$ cat config.mk
export PLATFORM = sky130hd
export DESIGN_NAME = biu_interp_unit
export DESIGN_NICKNAME = d
export VERILOG_FILES = /design/src/rtl/biu_pkg.sv /design/src/rtl/biu_interp_unit.sv
export SDC_FILE = /design/constraint.sdc
export NUM_CORES = 1
export LEC_CHECK = 0
export ABC_CLOCK_PERIOD_IN_PS = 17400
export BUFFER_PORTS_ARGS = -buffer_cell sky130_fd_sc_hd__clkbuf_2
export CORE_AREA = 2 2 168 170
export DETAILED_ROUTE_END_ITERATION = 8
export DIE_AREA = 0 0 170 172
export SYNTH_ARGS = -nofsm -noshare
export SYNTH_HDL_FRONTEND = slang
export SYNTH_SLANG_ARGS = --single-unit
$ cat constraint.sdc
create_clock -name clk_i -period 17.4 [get_ports clk_i]
set_input_delay 3.48 -clock clk_i [delete_from_list [all_inputs] [get_ports clk_i]]
set_output_delay 3.48 -clock clk_i [all_outputs]
set_load 0.02 [all_outputs]
$ cat src/rtl/biu_pkg.sv
package biu_pkg;

  localparam int MAX_WIDTH_DEF = 1024;
  localparam int SCALE_W       = 3;
  localparam int IMG_W_W       = 11;
  localparam int CFG_IDX_W     = 2;
  localparam int PIX_W         = 8;
  localparam int COORD_W       = 12;
  localparam int NUM_W         = 13;  // signed interpolation numerator, 0..4080
  localparam int DX_W          = 12;  // signed per-column / per-row increments
  localparam int DDX_W         = 10;
  localparam int RECIP_W       = 17;
  localparam int RECIP_SH      = 17;
  localparam int PROD_W        = 30;
  localparam int STEP_W        = 3;   // offset inside one emitted block, up to 2S-1

  localparam logic [SCALE_W-1:0] SCALE_RESET = 3'd2;
  localparam logic [SCALE_W-1:0] SCALE_MAX   = 3'd4;
  localparam logic [IMG_W_W-1:0] WIDTH_RESET = 11'd512;

  typedef enum logic [CFG_IDX_W-1:0] {
    REG_SCALE       = 2'd0,
    REG_IMAGE_WIDTH = 2'd1
  } biu_reg_e;

  typedef enum logic [1:0] {
    ST_IDLE,
    ST_LOAD,
    ST_EMIT
  } biu_state_e;

  // sequencer commands to the interpolation unit
  typedef struct packed {
    logic load;     // take new neighborhood, start at offset (0,0)
    logic adv;      // step to the next output of the block
    logic row_end;  // current output is the last of its row
    logic x_in;     // column offset below S: column weight still moves
    logic y_in;     // row offset below S: row weight still moves
  } biu_ctrl_t;

  // S squared, the divisor of the numerator
  function automatic logic [4:0] scale_sq(input logic [SCALE_W-1:0] s);
    logic [4:0] r;
    case (s)
      3'd1:    r = 5'd1;
      3'd2:    r = 5'd4;
      3'd3:    r = 5'd9;
      default: r = 5'd16;
    endcase
    return r;
  endfunction

  // ceil(2^17 / (2*S^2)); exact floor for every numerator that occurs
  function automatic logic [RECIP_W-1:0] recip_mult(input logic [SCALE_W-1:0] s);
    logic [RECIP_W-1:0] r;
    case (s)
      3'd1:    r = 17'd65536;
      3'd2:    r = 17'd16384;
      3'd3:    r = 17'd7282;
      default: r = 17'd4096;
    endcase
    return r;
  endfunction

endpackage

$ cat src/rtl/biu_interp_unit.sv
module biu_interp_unit (
  input  logic                      clk_i,
  input  biu_pkg::biu_ctrl_t        ctrl_i,
  input  logic [biu_pkg::SCALE_W-1:0] scale_i,
  input  logic [biu_pkg::PIX_W-1:0] p00_i,
  input  logic [biu_pkg::PIX_W-1:0] p01_i,
  input  logic [biu_pkg::PIX_W-1:0] p10_i,
  input  logic [biu_pkg::PIX_W-1:0] p11_i,
  output logic [biu_pkg::PIX_W-1:0] value_o
);
  import biu_pkg::*;

  logic signed [NUM_W-1:0]  num_q, num_d;
  logic signed [NUM_W-1:0]  rowbase_q, rowbase_d;
  logic signed [DX_W-1:0]   dx_q, dx_d;
  logic signed [DX_W-1:0]   e_q, e_d;
  logic signed [DDX_W-1:0]  ddx_q, ddx_d;

  logic signed [DX_W-1:0]   a_ext, b_ext, col0_ext, s_ext;
  logic [4:0]               s2;
  logic [NUM_W-1:0]         numer;
  logic [PROD_W-1:0]        prod;
  logic [NUM_W-1:0]         quot;

  always_comb begin
    s2       = scale_sq(scale_i);
    s_ext    = $signed({{(DX_W-SCALE_W){1'b0}}, scale_i});
    a_ext    = $signed({4'd0, p01_i}) - $signed({4'd0, p00_i});
    b_ext    = $signed({4'd0, p11_i}) - $signed({4'd0, p10_i});
    col0_ext = $signed({4'd0, p10_i}) - $signed({4'd0, p00_i});

    num_d     = num_q;
    rowbase_d = rowbase_q;
    dx_d      = dx_q;
    e_d       = e_q;
    ddx_d     = ddx_q;

    if (ctrl_i.load) begin
      rowbase_d = $signed(NUM_W'({5'd0, s2} * {5'd0, p00_i}));
      num_d     = rowbase_d;
      dx_d      = s_ext * a_ext;
      e_d       = s_ext * col0_ext;
      ddx_d     = DDX_W'(b_ext - a_ext);
    end else if (ctrl_i.adv) begin
      if (ctrl_i.row_end) begin
        // start the next row; rows past S repeat the last weight
        if (ctrl_i.y_in) begin
          rowbase_d = rowbase_q + NUM_W'(e_q);
          dx_d      = dx_q + DX_W'(ddx_q);
        end
        num_d = rowbase_d;
      end else if (ctrl_i.x_in) begin
        num_d = num_q + NUM_W'(dx_q);
      end
    end
  end

  always_ff @(posedge clk_i) begin
    num_q     <= num_d;
    rowbase_q <= rowbase_d;
    dx_q      <= dx_d;
    e_q       <= e_d;
    ddx_q     <= ddx_d;
  end

  // round half up of num / S^2 as floor((2*num + S^2) / (2*S^2))
  always_comb begin
    numer   = {num_q[NUM_W-2:0], 1'b0} + NUM_W'(s2);
    prod    = PROD_W'(numer) * PROD_W'(recip_mult(scale_i));
    quot    = prod[PROD_W-1:RECIP_SH];
    value_o = (quot > NUM_W'(255)) ? 8'hFF : quot[PIX_W-1:0];
  end

endmodule

== Yosys cells after proc, flatten, opt, wreduce, memory -nomap -nowiden ==
Cells that the tools add are included.
Storage, ports and cells
  input bits: 41
  bits in registers: 60
  output and inout port bits: 8
  word-level logic and storage cells: 43
Operators by class
  add/subtract/negate cells: 8
  magnitude comparators: 1
  eq/ne operators: 3
  mux-type cells: 15
  reductions and logical operators: 7
  $mul: 4
Operators with widths (number)
  2-to-1 mux 13 bit: 8
  case mux 17 bit (3 select lines): 1
  2-to-1 mux 12 bit: 4
  multiplier 13 x 17 -> 30 bit: 1
  subtractor 8 x 8 -> 9 bit: 3
  adder 13 x 12 -> 13 bit: 2
  multiplier 4 x 9 -> 12 bit: 2
  case mux 5 bit (3 select lines): 1
  adder 13 x 5 -> 13 bit: 1
  > comparator 13 x 8 -> 1 bit, second input constant: 1
  multiplier 5 x 8 -> 13 bit: 1
  adder 12 x 10 -> 12 bit: 1
  subtractor 9 x 9 -> 10 bit: 1
  2-to-1 mux 8 bit: 1
  equality test 3 x 2 -> 1 bit, second input constant: 2
  nonzero test 2 bit: 3
  AND reduction 2 bit: 2
  equality test 3 x 1 -> 1 bit, second input constant: 1
  AND reduction 3 bit: 1
  nonzero test 3 bit: 1

== Depth between registers and ports, before layout ==
Gate-level depths: netlist of run 1.
  depth after elaboration: 6
  mapped depth: 30

== Least setup slack after synthesis of run 1 ==
No wires, ideal clock.
  kind: input port to output port
  start point: input port scale_i[1] (netlist name)
  end point: output port value_o[0] (netlist name)
  buffers on the path: 1
  arrival: 10.275 ns
  setup slack: 3.645 ns
  data required time: 13.920 ns
  cell stages on the path: 28
  path through: clkbuf_1 > nand2_1 > clkinv_1 > ha_1 > inv_1 > fa_1 > inv_1 > a21o_1 > nand2_1 > nor2_1 > xnor2_1 > nor2_1 > ha_1 > fa_1 > inv_1 > fa_1 > inv_1 > fa_1 > fa_1 > inv_1 > ha_1 > o21ai_0 > o21bai_1 > or4_1 > o22ai_1 > mux2_2 > a32oi_4 > nand2_1
On the way
  word-level cells in the longest chain between the ends: 6
  elaborated cells on any way between the ends: 9
  those cells by class: add/sub (1); mul (1); order compare (1); eq/ne (3); mux (3)
RTL lines
  start: declaration: RTL line biu_interp_unit.sv:4  | input logic [biu_pkg::SCALE_W-1:0] scale_i,
  equality test 3 x 2 -> 1 bit / equality test 3 x 1 -> 1 bit (equally long branches): RTL line biu_pkg.sv:44, biu_pkg.sv:56
  case mux 5 bit (3 select lines): RTL line biu_pkg.sv:44  | case (s)
  adder 13 x 5 -> 13 bit: RTL line biu_interp_unit.sv:68  | numer = {num_q[NUM_W-2:0], 1'b0} + NUM_W'(s2);
  multiplier 13 x 17 -> 30 bit *: RTL line biu_interp_unit.sv:69  | prod = PROD_W'(numer) * PROD_W'(recip_mult(scale_i));
  > comparator 13 x 8 -> 1 bit: RTL line biu_interp_unit.sv:71  | value_o = (quot > NUM_W'(255)) ? 8'hFF : quot[PIX_W-1:0];
  2-to-1 mux 8 bit *: RTL line biu_interp_unit.sv:71
  end: declaration: RTL line biu_interp_unit.sv:9  | output logic [biu_pkg::PIX_W-1:0] value_o
Every way passes the cells marked *; elsewhere a longest branch is shown, timed or not.

== Worst setup path after layout of run 1 ==
  start point: input port scale_i[0] (netlist name)
  end point: output port value_o[4] (netlist name)
The elaborated chain is that of the path after synthesis.

==> impl_results.rst, run 1 <==
.. list-table::
   :header-rows: 1

   * - Metric
     - Value
   * - Result of the run
     - finished clean
   * - Number of synthesized register bits
     - 58
   * - Buffers added on ports
     - 48
   * - Destination of the worst register-to-register timing path
     - num_q[11]
   * - Core Footprint
     - 27500 µm²
   * - Final antenna diode count
     - 0
   * - Detail-routed via count per cell
     - 5.06
   * - Critical register-to-register path startpoint
     - num_q[1]
   * - Most frequent standard cell in the layout excluding fill and tap cells
     - sky130_fd_sc_hd__inv_1
   * - FILL cells
     - 2729
   * - Starting density of the core
     - 44.1%
   * - Most area-hungry cell type in the Yosys netlist
     - sky130_fd_sc_hd__ha_1
   * - Smallest hold slack
     - 676 ps
   * - Multi-input combinational cell area
     - 9230 µm²
   * - Number of detailed-route iterations in the first pass
     - 5
   * - Hold path depth
     - 2
   * - Primary FF master, synth
     - sky130_fd_sc_hd__edfxtp_1
   * - Syn Nets
     - 1773
   * - Post-layout utilization of the core
     - 47.4%
   * - Die X-Extent
     - 170 µm
   * - Crit path time final
     - 15520 ps
   * - Routability congestion estimate
     - 0.828
   * - Post-route cell area
     - 13000 µm²
   * - Leak pwr
     - 6.85 nW
   * - Postcts setup bufs
     - 0
   * - Slew @ Worst Pin
     - 839 ps
   * - Async set or reset register ratio after synthesis
     - 0%
   * - Cell occurring most often along the worst timing path
     - sky130_fd_sc_hd__fa_1
   * - Height of the chip
     - 172 µm
   * - Peak VDD IR
     - 0.0533 mV
   * - Largest incremental delay on the critical path
     - 630 ps
   * - Total Neg Setup Slack
     - 0 ps
   * - TritonCTS Sinks
     - 58
   * - Required time worst endpoint
     - 13920 ps
   * - Number of instances in the synthesized netlist
     - 1394
   * - Wire per inst
     - 14.9 µm
   * - Pin count of the biggest net entering global routing
     - 66
   * - Die outline area
     - 29200 µm²
   * - Unrepaired setup endpoints after global routing
     - no
   * - CTS H-tree lvls
     - 3
   * - Endpoint, Worst Hold
     - dx_q[0]
   * - Max Clock Freq
     - 64.5 MHz
   * - Share of the synthesized area in the top cell type
     - 24.3%
   * - Critical Path Fanout Max
     - 23
   * - Final cell count without fillers
     - 1785
   * - Register-to-register setup slack
     - 14590 ps
   * - PD cells
     - 120 nW/µm²
   * - Maximum clock path buffer count
     - 2
   * - Routed WL
     - 26600 µm
   * - TritonCTS clock tree
     - built
   * - Sort of element at the end of the critical path
     - output port
   * - Maximum clock skew at final layout
     - 11.7 ps
   * - Clock-pin transition on the worst setup and hold timing paths
     - 60 ps
   * - Worst skew pair latency
     - 330 ps
   * - Final hold viol count
     - 0
   * - CTS Buf Count
     - 9
   * - Count of routing violations after the opening detailed-route iteration
     - 354
   * - Most frequent cells in the layout
     - 276 x sky130_fd_sc_hd__inv_1, 235 x sky130_fd_sc_hd__ha_1, 104 x sky130_fd_sc_hd__nand2_1, 103 x sky130_fd_sc_hd__fa_1, 102 x sky130_fd_sc_hd__nor2_1
   * - Number of maximum-capacitance violations
     - 0
   * - Global Route Usage Sum
     - 19.1%
   * - Yosys synthesis warning count
     - 0
   * - Share of the yosys chip area belonging to registers
     - 14.4%
   * - Synthesized cell area
     - 12100 µm²
   * - Share of the cycle needed by the critical path after routing
     - 89.2%
   * - Fin. max-slew vios
     - 0
   * - Aggregate global routing overflow
     - 0
   * - Global-route wire length before repair
     - 44500 µm
   * - Residual antenna-violating net count after detailed routing
     - 0
   * - Number of failing setup endpoints in the final timing report
     - 0
   * - Top cells by area in the synthesized netlist
     - sky130_fd_sc_hd__ha_1 24%, sky130_fd_sc_hd__fa_1 17%, sky130_fd_sc_hd__edfxtp_1 14%, sky130_fd_sc_hd__inv_1 8.6%, sky130_fd_sc_hd__xnor2_1 3.8%
   * - Launch point of the worst hold path
     - ddx_q[0]
   * - Half-perimeter wire length after detailed placement
     - 22800 µm
   * - Top-level I/O count
     - 49
   * - Setup ws final
     - 1880 ps
   * - Cell count after placement
     - 1769
   * - Area Growth Syn to Fin
     - 7.65%
   * - Number of synthesized flops with an enable pin
     - 58
   * - Cell count of the worst reg-to-reg path
     - 9
   * - Area after DPL
     - 12700 µm²
   * - Total power consumption of the routed design
     - 1.56 mW
   * - Share of final-layout standard cells stronger than drive strength 1
     - 7.30%
   * - Storage element area
     - 1740 µm²
   * - Remaining design rule violation count
     - 0
   * - Vias
     - 9038
   * - Sort of element at the start of the critical path
     - input pin
   * - Row count
     - 61
   * - Crit Path Category
     - in2out
   * - Vias in the first global route
     - 9136
   * - Post-cts repair resize count
     - 0
   * - Setup WS pre-CTS
     - 1840 ps
   * - Arr. time, crit path
     - 12040 ps
   * - Initial antenna violation count
     - 1
   * - Nets@finish
     - 1813
   * - Average instance area after synthesis
     - 8.69 µm²
   * - Hold buffer count at cts
     - 0
   * - Hold/Removal Path Class
     - reg2reg
   * - Worst max-slew margin expressed relative to the limit
     - 43.7%
   * - Worst path slowest cell
     - sky130_fd_sc_hd__nor2b_1
   * - Count of cell types in the netlist
     - 72
   * - Buffer cell driving the clock tree root
     - sky130_fd_sc_hd__clkbuf_16
-- routing by layer --
metal	up-vias	track usage, %	part of all wire (%)
li1	4669	-	-
met1	4246	24.3	47
met2	102	35.0	49
met3	21	1.65	2.1
met4	0	4.94	2.2
met5	-	0	0
-- cells in the mapped netlist (8+ instances only) --
master / number
sky130_fd_sc_hd__xor2_1: 38
sky130_fd_sc_hd__nand3_1: 8
sky130_fd_sc_hd__o21a_1: 9
sky130_fd_sc_hd__fa_1: 103
sky130_fd_sc_hd__edfxtp_1: 58
sky130_fd_sc_hd__o21ai_0: 49
sky130_fd_sc_hd__a21oi_1: 66
sky130_fd_sc_hd__nand2_1: 104
sky130_fd_sc_hd__nor2_1: 102
sky130_fd_sc_hd__ha_1: 235
sky130_fd_sc_hd__nor2b_1: 23
sky130_fd_sc_hd__and2_1: 36
sky130_fd_sc_hd__nor3_1: 26
sky130_fd_sc_hd__clkbuf_1: 22
sky130_fd_sc_hd__or2_2: 9
sky130_fd_sc_hd__mux2i_1: 12
sky130_fd_sc_hd__xnor2_1: 52
sky130_fd_sc_hd__a21o_1: 24
sky130_fd_sc_hd__inv_1: 276
sky130_fd_sc_hd__nand2b_1: 19
-- where the power goes --
group          switching, mW  internal [mW]
sequential            0.0480          0.229
combinational          0.627          0.470
clock                 0.0649          0.123
total                  0.740          0.823
-- how the worst max path moves through the flow --
stage,startpoint,endpoint,slack [ps]
4_1_cts,scale_i[0],value_o[3],1800
5_1_grt,scale_i[0],value_o[7],1170
6_report,scale_i[0],value_o[4],1880
3_3_place_gp,scale_i[0],value_o[0],2050
2_1_floorplan,scale_i[1],value_o[0],3640
3_5_place_dp,scale_i[0],value_o[3],1840
-- sequential cells by signal (all words and copies together), names as in the netlist --
register   cells
dx_q          12
e_q           12
num_q         12
rowbase_q     12
ddx_q         10
-- worst max-delay path, delay by kind of cell --
family	cells	cell delay (ps)
fa+ha+maj	7	3330
simple gates	7	2460
buf+inv	8	1150
compound gates	5	1080
mux	1	390
xor+xnor	1	120
-- cells by family after synthesis --
kind of cell	synth area share, %
compound gates	12.7
simple gates	14.1
buf+inv	9.39
flops	14.4
mux	1.36
fa+ha+maj	41.3
xor+xnor	6.64
other cells	0.0310
-- layout make-up --
type | count | share of cell area, %
inverters | 280 | 8.06
flip-flops and latches | 58 | 13.4
well taps | 346 | 3.32
clock buffers | 9 | 1.73
repair buffers | 52 | 2.07
clock inverters | 7 | 0.643
multi-input cells | 1033 | 70.8
No activity file was read; power rests on OpenSTA's default activity.
==> run 2: changes to the inputs <==
- ABC_AREA: not set -> 1
- CORE_AREA: 2 2 168 170 -> 2 2 173 175
- DIE_AREA: 0 0 170 172 -> 0 0 175 177
- PLACE_DENSITY: not set -> 0.6
==> run 2 against run 1 <==
Effect of this change: register-to-register slack better by 440 ps; sequential share of layout area down 0.86 points; die area up 5.9%; wire length up 23%; worst hold slack worse by 32 ps; first-iteration DRC count up 60%; sequential cell count unchanged; cell count up 24%; area after synthesis up 6.8%.
==> impl_results.rst, run 2 <==
.. list-table::
   :header-rows: 1

   * - Metric
     - Value
   * - Result of the run
     - finished clean
   * - Hold path depth
     - 3 (+1)
   * - Peak VDD IR
     - 0.0496 mV (-6.9%)
   * - Largest incremental delay on the critical path
     - 540 ps (-90 ps)
   * - TritonCTS clock tree
     - built
   * - Critical Path Fanout Max
     - 19 (-17%)
   * - Dominant cell by count in the synthesized netlist
     - sky130_fd_sc_hd__inv_1
   * - Global-route wire length before repair
     - 55000 µm (+24%)
   * - Most area-hungry cell type in the Yosys netlist
     - sky130_fd_sc_hd__ha_1
   * - Hold/Removal Path Class
     - reg2reg
   * - Cell internal pwr
     - 0.716 mW (-13%)
   * - Buffers added on ports
     - 48 (unchanged)
   * - Top cells by area in the synthesized netlist
     - sky130_fd_sc_hd__ha_1 23%, sky130_fd_sc_hd__fa_1 16%, sky130_fd_sc_hd__edfxtp_1 13%, sky130_fd_sc_hd__inv_1 12%, sky130_fd_sc_hd__nand2_1 9.3%
   * - Crit Path Category
     - in2out
   * - CTS H-tree lvls
     - 3 (unchanged)
   * - Syn Nets
     - 2141 (+21%)
   * - Synthesized cell area
     - 12900 µm² (+6.8%)
   * - Height of the chip
     - 177 µm (+2.9%)
   * - Cell count of the worst reg-to-reg path
     - 10 (+1)
   * - Clock-pin transition on the worst setup and hold timing paths
     - 50 ps (about the same)
   * - Post-cts repair resize count
     - 0 (unchanged)
   * - Die outline area
     - 31000 µm² (+5.9%)
   * - Clock network fraction of design power
     - 12.1% (about the same)
   * - Count of routing violations after the opening detailed-route iteration
     - 565 (+60%)
   * - PD cells
     - 106 nW/µm² (-11%)
   * - Cell count after placement
     - 2190 (+24%)
   * - Sequential share of power
     - 17.7% (about the same)
   * - Residual antenna-violating net count after detailed routing
     - 0 (unchanged)
   * - Postcts setup bufs
     - 0 (unchanged)
   * - Wire per inst
     - 14.8 µm (-0.28%)
   * - Primary FF master, synth
     - sky130_fd_sc_hd__edfxtp_1
   * - Number of instances in the synthesized netlist
     - 1762 (+26%)
   * - Yosys synthesis warning count
     - 0 (unchanged)
   * - Destination of the worst register-to-register timing path
     - num_q[7]
   * - Area Growth Syn to Fin
     - 7.75% (about the same)
   * - Remaining design rule violation count
     - 0 (unchanged)
   * - Area after DPL
     - 13600 µm² (+7.2%)
   * - Hold buffer count at cts
     - 0 (unchanged)
   * - Global Route Usage Sum
     - 22.2% (+3.1 points)
   * - Worst skew pair latency
     - 350 ps (+20 ps)
   * - Vias
     - 11100 (+23%)
   * - Share of final-layout standard cells stronger than drive strength 1
     - 6.33% (-0.96 points)
   * - Launch point of the worst hold path
     - ddx_q[0]
   * - Unrepaired setup endpoints after global routing
     - no
   * - Sort of element at the start of the critical path
     - input pin
   * - Number of detailed-route iterations in the first pass
     - 8 (+3)
   * - Average instance area after synthesis
     - 7.34 µm² (-16%)
   * - Critical register-to-register path startpoint
     - num_q[2]
   * - Combinational fraction of design power
     - 70.2% (about the same)
   * - Die X-Extent
     - 175 µm (+2.9%)
   * - Aggregate global routing overflow
     - 0 (unchanged)
   * - Row count
     - 63 (+3.3%)
   * - Number of synthesized register bits
     - 58 (unchanged)
   * - Most frequent standard cell in the layout excluding fill and tap cells
     - sky130_fd_sc_hd__inv_1
   * - CTS Buf Count
     - 9 (unchanged)
   * - Initial antenna violation count
     - 0 (-1)
   * - Detail-routed via count per cell
     - 5.03 (-0.74%)
   * - Routed WL
     - 32700 µm (+23%)
   * - Maximum clock skew at final layout
     - 8.23 ps (-3.50 ps)
   * - Share of the synthesized area in the top cell type
     - 22.7% (-1.5 points)
   * - Arr. time, crit path
     - 10760 ps (-1280 ps)
   * - Crit path time final
     - 14240 ps (-1280 ps)
   * - Number of synthesized flops with an enable pin
     - 58 (unchanged)
   * - Sort of element at the end of the critical path
     - output port
   * - Buffer cell driving the clock tree root
     - sky130_fd_sc_hd__clkbuf_16
   * - Fin. max-slew vios
     - 0 (unchanged)
   * - Number of maximum-capacitance violations
     - 0 (unchanged)
   * - Share of the yosys chip area belonging to registers
     - 13.5% (-0.91 points)
   * - Async set or reset register ratio after synthesis
     - 0% (unchanged)
   * - Leak pwr
     - 7.71 nW (+12%)
   * - Smallest hold slack
     - 644 ps (-31.6 ps)
   * - Worst path slowest cell
     - sky130_fd_sc_hd__fa_1
   * - Max Clock Freq
     - 70.2 MHz (+9.0%)
   * - Switching fraction of total power
     - 51.7% (+4.3 points)
   * - Top-level I/O count
     - 49 (unchanged)
   * - Final antenna diode count
     - 0 (unchanged)
   * - Starting density of the core
     - 44.2% (+0.15 points)
   * - Net load switching power
     - 0.766 mW (+3.5%)
   * - Core Footprint
     - 29200 µm² (+6.4%)
   * - Total Neg Setup Slack
     - 0 ps (unchanged)
   * - Endpoint, Worst Hold
     - dx_q[0]
   * - Routability congestion estimate
     - 0.926 (+12%)
   * - Required time worst endpoint
     - 13920 ps (about the same)
   * - Pin count of the biggest net entering global routing
     - 58 (-12%)
   * - Final cell count without fillers
     - 2206 (+24%)
   * - Number of failing setup endpoints in the final timing report
     - 0 (unchanged)
   * - Cell occurring most often along the worst timing path
     - sky130_fd_sc_hd__fa_1
   * - Vias in the first global route
     - 11100 (+22%)
   * - Half-perimeter wire length after detailed placement
     - 28600 µm (+25%)
   * - Register-to-register setup slack
     - 15030 ps (+440 ps)
   * - Slew @ Worst Pin
     - 708 ps (-132 ps)
   * - Final hold viol count
     - 0 (unchanged)
   * - Post-route cell area
     - 13900 µm² (+6.9%)
   * - List of most frequent post-synthesis cells
     - 408 x sky130_fd_sc_hd__inv_1, 322 x sky130_fd_sc_hd__nand2_1, 235 x sky130_fd_sc_hd__ha_1
   * - Nets@finish
     - 2190 (+21%)
   * - Share of the cycle needed by the critical path after routing
     - 81.8% (-7.3 points)
   * - Count of cell types in the netlist
     - 47 (-35%)
   * - Worst max-slew margin expressed relative to the limit
     - 52.5% (+8.8 points)
   * - FILL cells
     - 3026 (+11%)
   * - TritonCTS Sinks
     - 58 (unchanged)
   * - Total power consumption of the routed design
     - 1.48 mW (-5.2%)
   * - Most frequent cells in the layout
     - 408 x sky130_fd_sc_hd__inv_1, 322 x sky130_fd_sc_hd__nand2_1, 235 x sky130_fd_sc_hd__ha_1, 157 x sky130_fd_sc_hd__nor2_1, 108 x sky130_fd_sc_hd__a21oi_1
   * - Maximum clock path buffer count
     - 2 (unchanged)
## run 2: routing by layer
| layer | vias up | global-route usage, % | routed length (µm) |
|---|---|---|---|
| li1 | 5696 | - | - |
| met1 | 5170 | 27.6 | 14900 |
| met2 | 178 | 41.4 | 16200 |
| met3 | 43 | 1.59 | 863 |
| met4 | 0 | 6.28 | 799 |
| met5 | - | 0 | 0 |
## run 2: final cells by class
cell class	count	area [µm²]	share of cell area, %
multi-input combinational	1272	9560	68.6
clock inverter	6	67.6	0.485
sequential	58	1740	12.5
tap	390	488	3.50
clock buffer	10	229	1.64
timing repair buffer	53	278	1.99
inverter	417	1570	11.2
## run 2: critical path, delay by kind of cell
kind / cells / cell delay, ps
AOI/OAI and AO/OA: 1 / 140
xor gates and xnor gates: 1 / 200
adders and majority gates: 7 / 3190
buffers and inverters: 8 / 1480
and+or+nand+nor: 14 / 2230
## run 2: logic make-up (layout without fill, tap and decap cells)
logic type | after synthesis | count (layout) | synth area share [%]
compound gates | 218 | 218 | 9.42
xor+xnor | 62 | 62 | 4.26
fa+ha+maj | 338 | 338 | 38.7
buf+inv | 432 | 486 | 12.6
flops | 58 | 58 | 13.5
mux | 1 | 1 | 0.0774
other cells | 1 | 1 | 0.0290
simple gates | 652 | 652 | 21.5
## run 2: power groups by stage
stage	sequential (mW)	combinational (mW)	clock (mW)
after CTS	0.263	1.04	0.181
after detailed placement	0.266	1.04	0
final	0.262	1.04	0.179
after global routing	0.266	1.20	0.186
after floorplan	0.242	0.799	0
after global placement	0.266	1.03	0
## run 2: metrics by stage
step	util, %	worst slack (ps)
after floorplan	-	4310
after global placement	46.6	3330
after detailed placement	46.6	3140
after CTS	47.6	3130
after global routing	47.6	2510
final	47.6	3160
## run 2: worst max path at each step
stage	start	end	slack (ps)	cells after the start
floorplan	scale_i[2]	value_o[0]	4310	31
global placement	scale_i[1]	value_o[0]	3330	34
detailed placement	scale_i[1]	value_o[2]	3140	32
CTS	scale_i[1]	value_o[2]	3130	32
global route	scale_i[1]	value_o[0]	2510	32
finish	scale_i[1]	value_o[0]	3160	31
==> run 3: changes to the inputs <==
- ABC_CLOCK_PERIOD_IN_PS: 17400 -> 11800
- PLACE_DENSITY: 0.6 -> 0.62
- clock period: 17.4 -> 11.8 ns (I/O delays scaled with it)
==> run 3 against run 2 <==
Effect of this change: sequential cell count unchanged; clock power up 62%; via count up 0.23%; count of clock-buffer cells in the layout down 1; final area up 0.81%; sequential power up 48%; first-iteration DRC count up 19%; sequential share of layout area down 0.10 points; global-route usage down 0.92 points; power up 49%; largest power group unchanged.
==> impl_results.rst, run 3 (same netlist as run 2, synthesis figures left out) <==
.. list-table::
   :header-rows: 1

   * - Metric
     - Value
   * - Peak VDD IR
     - 0.0703 mV (+42%)
   * - Register-to-register setup slack
     - 9550 ps (-5480 ps)
   * - Global-route wire length before repair
     - 53000 µm (-3.7%)
   * - Worst skew pair latency
     - 330 ps (-20 ps)
   * - Arr. time, crit path
     - 8900 ps (-1860 ps)
   * - Critical register-to-register path startpoint
     - rowbase_q[0]
   * - Endpoint, Worst Hold
     - dx_q[0]
   * - Hold buffer count at cts
     - 0 (unchanged)
   * - Required time worst endpoint
     - 9440 ps (-4480 ps)
   * - Area after DPL
     - 13700 µm² (+0.39%)
   * - Most frequent standard cell in the layout excluding fill and tap cells
     - sky130_fd_sc_hd__inv_1
   * - Slew @ Worst Pin
     - 1270 ps (+562 ps)
   * - Largest incremental delay on the critical path
     - 550 ps (about the same)
   * - Aggregate global routing overflow
     - 0 (unchanged)
   * - Area Growth Syn to Fin
     - 8.62%
   * - Count of routing violations after the opening detailed-route iteration
     - 672 (+19%)
   * - Unrepaired setup endpoints after global routing
     - no
   * - Row count
     - 63 (unchanged)
   * - Die outline area
     - 31000 µm² (unchanged)
   * - Global Route Usage Sum
     - 21.3% (-0.92 points)
   * - Critical Path Fanout Max
     - 17 (-2)
   * - TritonCTS clock tree
     - built
   * - Number of failing setup endpoints in the final timing report
     - 0 (unchanged)
   * - Total Neg Setup Slack
     - 0 ps (unchanged)
   * - CTS Buf Count
     - 9 (unchanged)
   * - Crit Path Category
     - in2out
   * - Wire per inst
     - 14.4 µm (-2.8%)
   * - CTS H-tree lvls
     - 3 (unchanged)
   * - Vias
     - 11100 (+0.23%)
   * - Fin. max-slew vios
     - 0 (unchanged)
   * - Sort of element at the start of the critical path
     - input pin
   * - Routed WL
     - 31900 µm (-2.4%)
   * - Sort of element at the end of the critical path
     - output port
   * - Share of final-layout standard cells stronger than drive strength 1
     - 6.96% (+0.63 points)
   * - Routability congestion estimate
     - 0.906 (-2.1%)
   * - Height of the chip
     - 177 µm (unchanged)
   * - TritonCTS Sinks
     - 58 (unchanged)
   * - Final hold viol count
     - 0 (unchanged)
   * - Hold/Removal Path Class
     - reg2reg
   * - Cell count of the worst reg-to-reg path
     - 11 (+1)
   * - Initial antenna violation count
     - 0 (unchanged)
   * - Buffers added on ports
     - 48 (unchanged)
   * - Hold path depth
     - 3 (unchanged)
   * - Worst path slowest cell
     - sky130_fd_sc_hd__fa_1
   * - Share of the cycle needed by the critical path after routing
     - 95.4%
   * - Result of the run
     - finished clean
   * - Residual antenna-violating net count after detailed routing
     - 0 (unchanged)
   * - Launch point of the worst hold path
     - ddx_q[0]
   * - Half-perimeter wire length after detailed placement
     - 28100 µm (-1.9%)
   * - Detail-routed via count per cell
     - 5.02 (-0.17%)
   * - Nets@finish
     - 2199 (+0.41%)
   * - Routed length on met3
     - 1030 µm (+19%)
   * - Top-level I/O count
     - 49 (unchanged)
   * - Crit path time final
     - 11260 ps
   * - Destination of the worst register-to-register timing path
     - rowbase_q[6]
   * - Wl on met1
     - 14400 µm (-2.8%)
   * - Smallest hold slack
     - 675 ps (+30.6 ps)
   * - PD cells
     - 158 nW/µm² (+48%)
   * - Core Footprint
     - 29200 µm² (unchanged)
   * - Remaining design rule violation count
     - 0 (unchanged)
   * - Die X-Extent
     - 175 µm (unchanged)
   * - Most frequent cells in the layout
     - 407 x sky130_fd_sc_hd__inv_1, 322 x sky130_fd_sc_hd__nand2_1, 235 x sky130_fd_sc_hd__ha_1, 156 x sky130_fd_sc_hd__nor2_1, 108 x sky130_fd_sc_hd__a21oi_1
   * - Vias in the first global route
     - 11100 (-0.35%)
   * - Post-route cell area
     - 14000 µm² (+0.81%)
   * - Top metal layer carrying routed signals
     - met4
   * - Buffer cell driving the clock tree root
     - sky130_fd_sc_hd__clkbuf_16
   * - Max Clock Freq
     - 88.8 MHz
   * - Clock-pin transition on the worst setup and hold timing paths
     - 50 ps (about the same)
   * - Starting density of the core
     - 44.2% (unchanged)
   * - Leak pwr
     - 7.77 nW (+0.76%)
   * - Routed met2 length
     - 15800 µm (-2.7%)
   * - Maximum clock path buffer count
     - 2 (unchanged)
   * - Maximum clock skew at final layout
     - 7.58 ps (-0.645 ps)
   * - Number of maximum-capacitance violations
     - 0 (unchanged)
   * - Pin count of the biggest net entering global routing
     - 48 (-17%)
   * - Cell occurring most often along the worst timing path
     - sky130_fd_sc_hd__nand2_1
   * - Final antenna diode count
     - 0 (unchanged)
   * - Number of detailed-route iterations in the first pass
     - 5 (-3)
   * - Worst max-slew margin expressed relative to the limit
     - 15.3% (-37 points)
[run 3: cell count changes in the layout (fill, tap and decap cells not counted)]
cell / change
sky130_fd_sc_hd__buf_4: +9
sky130_fd_sc_hd__clkinv_2: -1
sky130_fd_sc_hd__nor2_1: -1
sky130_fd_sc_hd__clkinv_4: -1
sky130_fd_sc_hd__inv_1: -1
sky130_fd_sc_hd__inv_4: +1
sky130_fd_sc_hd__nor2_2: -1
sky130_fd_sc_hd__clkbuf_1: -1
sky130_fd_sc_hd__bufinv_16: +1
sky130_fd_sc_hd__inv_6: +2
sky130_fd_sc_hd__nor2_4: +2
[run 3: final cells by class]
class | instances | area (µm²)
clock buffers | 9 | 225
inverters | 417 | 1570
repair buffers | 62 | 345
well taps | 390 | 488
fillers | 2982 | 15200
flip-flops and latches | 58 | 1740
multi-input cells | 1272 | 9580
clock inverters | 7 | 101
[run 3: worst max-delay path by stage]
stage | from | endpoint | slack (ps) | depth (start not counted)
global placement | scale_i[2] | value_o[7] | 420 | 33
detailed placement | scale_i[2] | value_o[6] | 210 | 35
finish | scale_i[2] | value_o[6] | 540 | 36
CTS | scale_i[2] | value_o[6] | 190 | 35
global route | scale_i[2] | value_o[6] | 10 | 34
floorplan | scale_i[2] | value_o[0] | 950 | 31
[run 3: timing repair]
| action | 4_1_cts | 5_1_grt |
|---|---|---|
| buffers inserted | 0 | 2 |
| setup endpoints to repair | 0 | 8 |
| gates resized for setup | 0 | 6 |
[run 3: worst max-delay path, delay by kind of cell]
family	cells	cell delay [ps]
and+or+nand+nor	17	1820
xor gates and xnor gates	1	290
adders and majority gates	8	3350
buffers and inverters	8	740
AOI/OAI and AO/OA	2	330
[run 3: report_power, final]
part	total, mW	internal [mW]	switching (mW)
clock	0.290	0.187	0.104
combinational	1.53	0.568	0.967
sequential	0.389	0.329	0.0601
[run 3: metrics by stage]
step	util (%)	std cells	total power, mW	setup WS (ps)
after floorplan	-	1762	1.53	950
after global placement	46.8	2197	1.91	423
after detailed placement	46.8	2197	1.92	209
after CTS	47.9	2213	2.22	194
after global routing	48.0	2215	2.47	14.4
final	48.0	2215	2.21	539
[run 3: per-layer routing]
layer | up-vias | track usage (%)
met5 | - | 0
met4 | 0 | 5.45
li1 | 5704 | -
met1 | 5169 | 26.6
met2 | 200 | 39.8
met3 | 40 | 1.40
